File: config.mk
export PLATFORM = sky130hd
export DESIGN_NAME = cbp_lerp_level
export DESIGN_NICKNAME = d
export VERILOG_FILES = /design/src/rtl/core/cbp_pkg.sv /design/src/rtl/core/cbp_lerp_level.sv
export SDC_FILE = /design/constraint.sdc
export NUM_CORES = 2
export LEC_CHECK = 0
export BUFFER_PORTS_ARGS = -buffer_cell sky130_fd_sc_hd__buf_2
export CAP_MARGIN = 20
export CORE_UTILIZATION = 25
export DETAILED_ROUTE_END_ITERATION = 7
export PLACE_DENSITY = 0.37
export SYNTH_ARGS = -nofsm -noshare
export SYNTH_HDL_FRONTEND = slang
export SYNTH_SLANG_ARGS = --single-unit
File: constraint.sdc
create_clock -name clk -period 9.8 [get_ports clk]
set_clock_uncertainty 0.1 [all_clocks]
set_input_delay 1.96 -clock clk [delete_from_list [all_inputs] [get_ports clk]]
set_output_delay 1.96 -clock clk [all_outputs]
set_load 0.005 [all_outputs]
File: src/rtl/core/cbp_pkg.sv
`default_nettype none

package cbp_pkg;

  // Number of de Casteljau interpolation levels in a cubic curve.
  localparam int BEZIER_LEVELS = 3;

  // Register stages in one interpolation level: the product, then the add.
  localparam int LERP_LATENCY = 2;

  // Cycles from an accepted input beat to its result, with no stall.
  localparam int PIPE_LATENCY = BEZIER_LEVELS * LERP_LATENCY;

  // Occupancy of the two register stages of one interpolation level.
  typedef struct packed {
    logic mul_busy;
    logic add_busy;
  } cbp_occ_t;

endpackage : cbp_pkg

`default_nettype wire

File: src/rtl/core/cbp_lerp_level.sv
`default_nettype none

// One de Casteljau level: LANES interpolations between neighboring points.
// Stage one forms (b - a) * t, stage two adds the floored product to a.
module cbp_lerp_level
  import cbp_pkg::*;
#(
  parameter int COORD_BITS  = 32,
  parameter int T_FRAC_BITS = 16,
  parameter int LANES       = 3
) (
  input  logic                         clk,
  input  logic                         rst_n,
  input  logic                         up_valid,
  output logic                         up_ready,
  input  logic signed [COORD_BITS-1:0] up_pts [LANES+1],
  input  logic        [T_FRAC_BITS:0]  up_t,
  output logic                         dn_valid,
  input  logic                         dn_ready,
  output logic signed [COORD_BITS-1:0] dn_pts [LANES],
  output logic        [T_FRAC_BITS:0]  dn_t,
  output cbp_occ_t                     occ
);

  localparam int PROD_BITS = COORD_BITS + T_FRAC_BITS + 2;
  localparam logic [T_FRAC_BITS:0] T_ONE = {1'b1, {T_FRAC_BITS{1'b0}}};

  logic                         mul_vld_r;
  logic                         mul_vld_nxt;
  logic                         mul_rdy;
  logic        [T_FRAC_BITS:0]  mul_t_r;
  logic signed [COORD_BITS-1:0] mul_base_r [LANES];
  logic signed [PROD_BITS-1:0]  mul_prod_r [LANES];

  logic                         add_vld_r;
  logic                         add_vld_nxt;
  logic                         add_rdy;
  logic        [T_FRAC_BITS:0]  add_t_r;
  logic signed [COORD_BITS-1:0] add_pts_r [LANES];

  logic signed [T_FRAC_BITS+1:0] t_s;
  logic signed [COORD_BITS:0]    diff [LANES];
  logic signed [PROD_BITS-1:0]   prod [LANES];
  logic signed [COORD_BITS-1:0]  sum  [LANES];

  // Each stage takes a beat when it is empty or its own beat moves on.
  assign add_rdy  = !add_vld_r || dn_ready;
  assign mul_rdy  = !mul_vld_r || add_rdy;
  assign up_ready = mul_rdy;

  assign mul_vld_nxt = mul_rdy ? up_valid : mul_vld_r;
  assign add_vld_nxt = add_rdy ? mul_vld_r : add_vld_r;

  // Difference of neighbors, one bit wider, times the parameter.
  always_comb begin
    t_s = {1'b0, up_t};
    for (int i = 0; i < LANES; i++) begin
      diff[i] = {up_pts[i+1][COORD_BITS-1], up_pts[i+1]}
              - {up_pts[i][COORD_BITS-1], up_pts[i]};
      prod[i] = PROD_BITS'(diff[i]) * PROD_BITS'(t_s);
    end
  end

  // Floor shift of the product is a plain bit select; the sum stays in the hull.
  always_comb begin
    for (int i = 0; i < LANES; i++) begin
      sum[i] = mul_base_r[i] + mul_prod_r[i][COORD_BITS+T_FRAC_BITS-1:T_FRAC_BITS];
    end
  end

  // Valid bits of both stages.
  always_ff @(posedge clk) begin
    if (!rst_n) begin
      mul_vld_r <= 1'b0;
      add_vld_r <= 1'b0;
    end else begin
      mul_vld_r <= mul_vld_nxt;
      add_vld_r <= add_vld_nxt;
    end
  end

  // Product stage payload.
  always_ff @(posedge clk) begin
    if (mul_rdy && up_valid) begin
      mul_t_r <= up_t;
      for (int i = 0; i < LANES; i++) begin
        mul_base_r[i] <= up_pts[i];
        mul_prod_r[i] <= prod[i];
      end
    end
  end

  // Add stage payload.
  always_ff @(posedge clk) begin
    if (add_rdy && mul_vld_r) begin
      add_t_r <= mul_t_r;
      for (int i = 0; i < LANES; i++) begin
        add_pts_r[i] <= sum[i];
      end
    end
  end

  assign dn_valid = add_vld_r;
  assign dn_t     = add_t_r;
  assign dn_pts   = add_pts_r;

  assign occ.mul_busy = mul_vld_r;
  assign occ.add_busy = add_vld_r;

  // An accepted beat always lands in the product stage.
  a_accept_lands: assert property (@(posedge clk) disable iff (!rst_n)
    up_valid && up_ready |=> mul_vld_r)
    else $error("accepted beat missing from product stage");

  // A product beat blocked by the add stage keeps its parameter.
  a_mul_holds: assert property (@(posedge clk) disable iff (!rst_n)
    mul_vld_r && !add_rdy |=> mul_vld_r && $stable(mul_t_r))
    else $error("stalled product stage changed");

  // A product beat that moves on shows up in the add stage.
  a_mul_moves: assert property (@(posedge clk) disable iff (!rst_n)
    mul_vld_r && add_rdy |=> add_vld_r)
    else $error("product beat lost on its way to the add stage");

  // The parameter is never above one inside the level.
  a_t_clamped: assert property (@(posedge clk) disable iff (!rst_n)
    mul_vld_r |-> mul_t_r <= T_ONE)
    else $error("curve parameter above one inside a level");

endmodule : cbp_lerp_level

`default_nettype wire

==> metrics.txt <==
status finished, violations left; failing checks negative setup slack; number of H-tree levels 2; Synth Register Bits 324; min-delay worst type reg -> reg; RePlAce Congestion 0.831; Synth Area per Inst 9.20 um2; sequential area share after synthesis 0.125; Slew headroom 0.355; initial antenna violation count 16; critical path launch point type input port; cell row count 203; async set-reset flop share out of synthesis 0; full die area 312000 um2; Setup crit end kind flip-flop; clock slew at reported path FFs 60 ps; Initial DRC Count 2953; worst reg-to-reg path cell count 11; CP max stage cell fa_1; Max Cap Viol 0; max-slew violation count 0; I/O pins 266; Detailed Routing Iterations Pass 1 5; CTS tree yes; largest net degree at the start of global routing 70; first-pass GRT wire length 395 mm; R2R Setup Slk 5650 ps; grt ovf 0; Worst EP required 10150 ps; PortBufs 265; vias in the first global route 64800; post-layout util 0.312; Syn Nets 10600; Post-synth EDFFs 322; Final period util 1.01; Critical R2R Launch mul_base_r[0][36]; Synth Instances 8413; DRC viols 0; non-filler cells, final 13700; Clock Path Buffers 3; die width 558 um; Setup WS post-layout -119 ps; Hold Path Depth 0; min cycle time layout 9920 ps; layout cells sized above 1 0.193; Post-Place Cells 13500; Final Hold Viols 0; CTS Root Cell clkbuf_16; CP max FO 6; hpwl dp 214 mm; Worst-Skew Late Latency 710 ps; worst min-delay path endpoint dn_t[9]; setup violators final 8; Die H 558 um; total wire length 255 mm; clock sinks 324; FMAX 0.101 GHz; R2R Path End dn_pts[62]; Slowest Stage Delay on Critical Path 550 ps; Most used DFF post-synth edfxtp_1; Yosys cell types 87; via density per instance 4.35; Mapped Area 77400 um2; Core ar. 307000 um2; Worst Hold Launch mul_t_r[9]; NumNets Final 11700; Slew @ Worst Pin 967 ps; average wire per standard cell 18.7 um; Starting Density 0.252; Detail Route Antenna Nets 0; Worst EP arrival 10260 ps; RSZ-0062 raised after global routing yes; Syn. warnings 0; CP dominant cell by count fa_1; Hold-fix buffers, CTS 0; WS Path Type in -> reg; Layout area overhead 23.7%; Overall Global Routing Usage 0.167; TritonCTS buffer count 49; Vias 59400
state kept, by name (all words and copies together) (netlist names):
| register | cells |
|---|---|
| dn_t | 17 |
| mul_base_r | 96 |
| mul_t_r | 17 |
| mul_vld_r | 1 |
| mul_prod_r | 96 |
| dn_pts | 96 |
| dn_valid | 1 |
per-layer routing:
| metal | GRT usage | vias up | wire length [um] |
|---|---|---|---|
| met4 | 0.0521 | 2 | 8860 |
| met3 | 0.0107 | 207 | 6860 |
| met2 | 0.291 | 944 | 125000 |
| met1 | 0.221 | 30400 | 115000 |
| met5 | 0 | - | 17 |
| li1 | - | 27900 | - |
cell usage after synthesis (39+ instances only):
cell type	n	share of area
a21o_1	102	0.0099
a21oi_1	212	0.014
and2_1	754	0.061
clkbuf_1	365	0.018
edfxtp_1	322	0.12
fa_1	1548	0.40
ha_1	519	0.084
inv_1	1995	0.097
nand2_1	971	0.047
nand2b_1	93	0.0075
nand3_1	65	0.0042
nor2_1	186	0.0090
nor2b_1	187	0.015
nor3_1	39	0.0025
nor4_1	39	0.0032
o21a_1	50	0.0049
o21ai_0	112	0.0072
xnor2_1	195	0.022
xor2_1	79	0.0089
worst max-delay path, delay by kind of cell:
kind | cells | cell delay [ps]
and+or+nand+nor | 5 | 590
xor gates and xnor gates | 1 | 240
adders and majority gates | 9 | 3480
AOI/OAI and AO/OA | 14 | 3150
buffers and inverters | 9 | 850
layout make-up:
type | instances | area, um2
fill | 32600 | 211000
multi-input combinational | 5712 | 60500
timing repair buffer | 1433 | 11300
sequential | 324 | 9710
inverter | 1996 | 7510
tap | 4100 | 5130
clock buffer | 54 | 1240
clock inverter | 35 | 372
antenna | 10 | 25.0
how the worst max path moves through the flow:
stage                     startpoint            endpoint  depth (start not counted)
final                     up_pts[64]   mul_prod_r[0][47]                         38
after floorplan           up_pts[64]   mul_prod_r[0][47]                         35
after CTS                 up_pts[64]   mul_prod_r[0][47]                         36
after detailed placement  up_pts[33]  mul_prod_r[0][143]                         37
after global placement    up_pts[33]  mul_prod_r[0][143]                         37
after global routing      up_pts[64]   mul_prod_r[0][47]                         38
cell families (layout without fill, tap and decap cells):
kind of cell / count (synthesis) / after routing / share of synthesized area
AO/OA/AOI/OAI: 860 / 860 / 0.0763
XOR/XNOR: 277 / 277 / 0.0319
adder cells (fa/ha/maj): 2067 / 2067 / 0.484
buffers and inverters: 2377 / 3518 / 0.116
flip-flops: 324 / 324 / 0.125
multiplexers: 37 / 37 / 0.00488
other: 0 / 10 / 0
AND/OR/NAND/NOR: 2471 / 2471 / 0.162
cells in the final DEF, fill, tap and decap left out, types with 61 or more instances in the layout:
master	instances
a21o_1	102
a21oi_1	181
and2_1	743
buf_12	71
buf_2	237
buf_4	1084
edfxtp_1	322
fa_1	1505
ha_1	486
inv_1	1963
nand2_1	965
nand2b_1	93
nand3_1	61
nor2_1	174
nor2b_1	181
o21ai_0	96
xnor2_1	186
xor2_1	74
metrics by stage:
step           area, um2  TNS, ps  worst slack [ps]  hold slack (ps)
6_report           95800     -504              -119              306
5_1_grt            95700    -3420              -401              322
2_1_floorplan      77800     -372              -275              300
3_3_place_gp       91800   -64910             -1410              301
4_1_cts            94100    -62.2             -48.5              305
3_5_place_dp       91800   -66300             -1470              307
timing repair:
action,4_1_cts,5_1_grt
setup endpoints to repair,40,63
cloned,0,3
pin swaps,77,197
buffers inserted,37,45
gates resized for setup,96,278
Power is not shown: default switching activity piles up to over one toggle a cycle in this logic, so the estimate is an artifact.
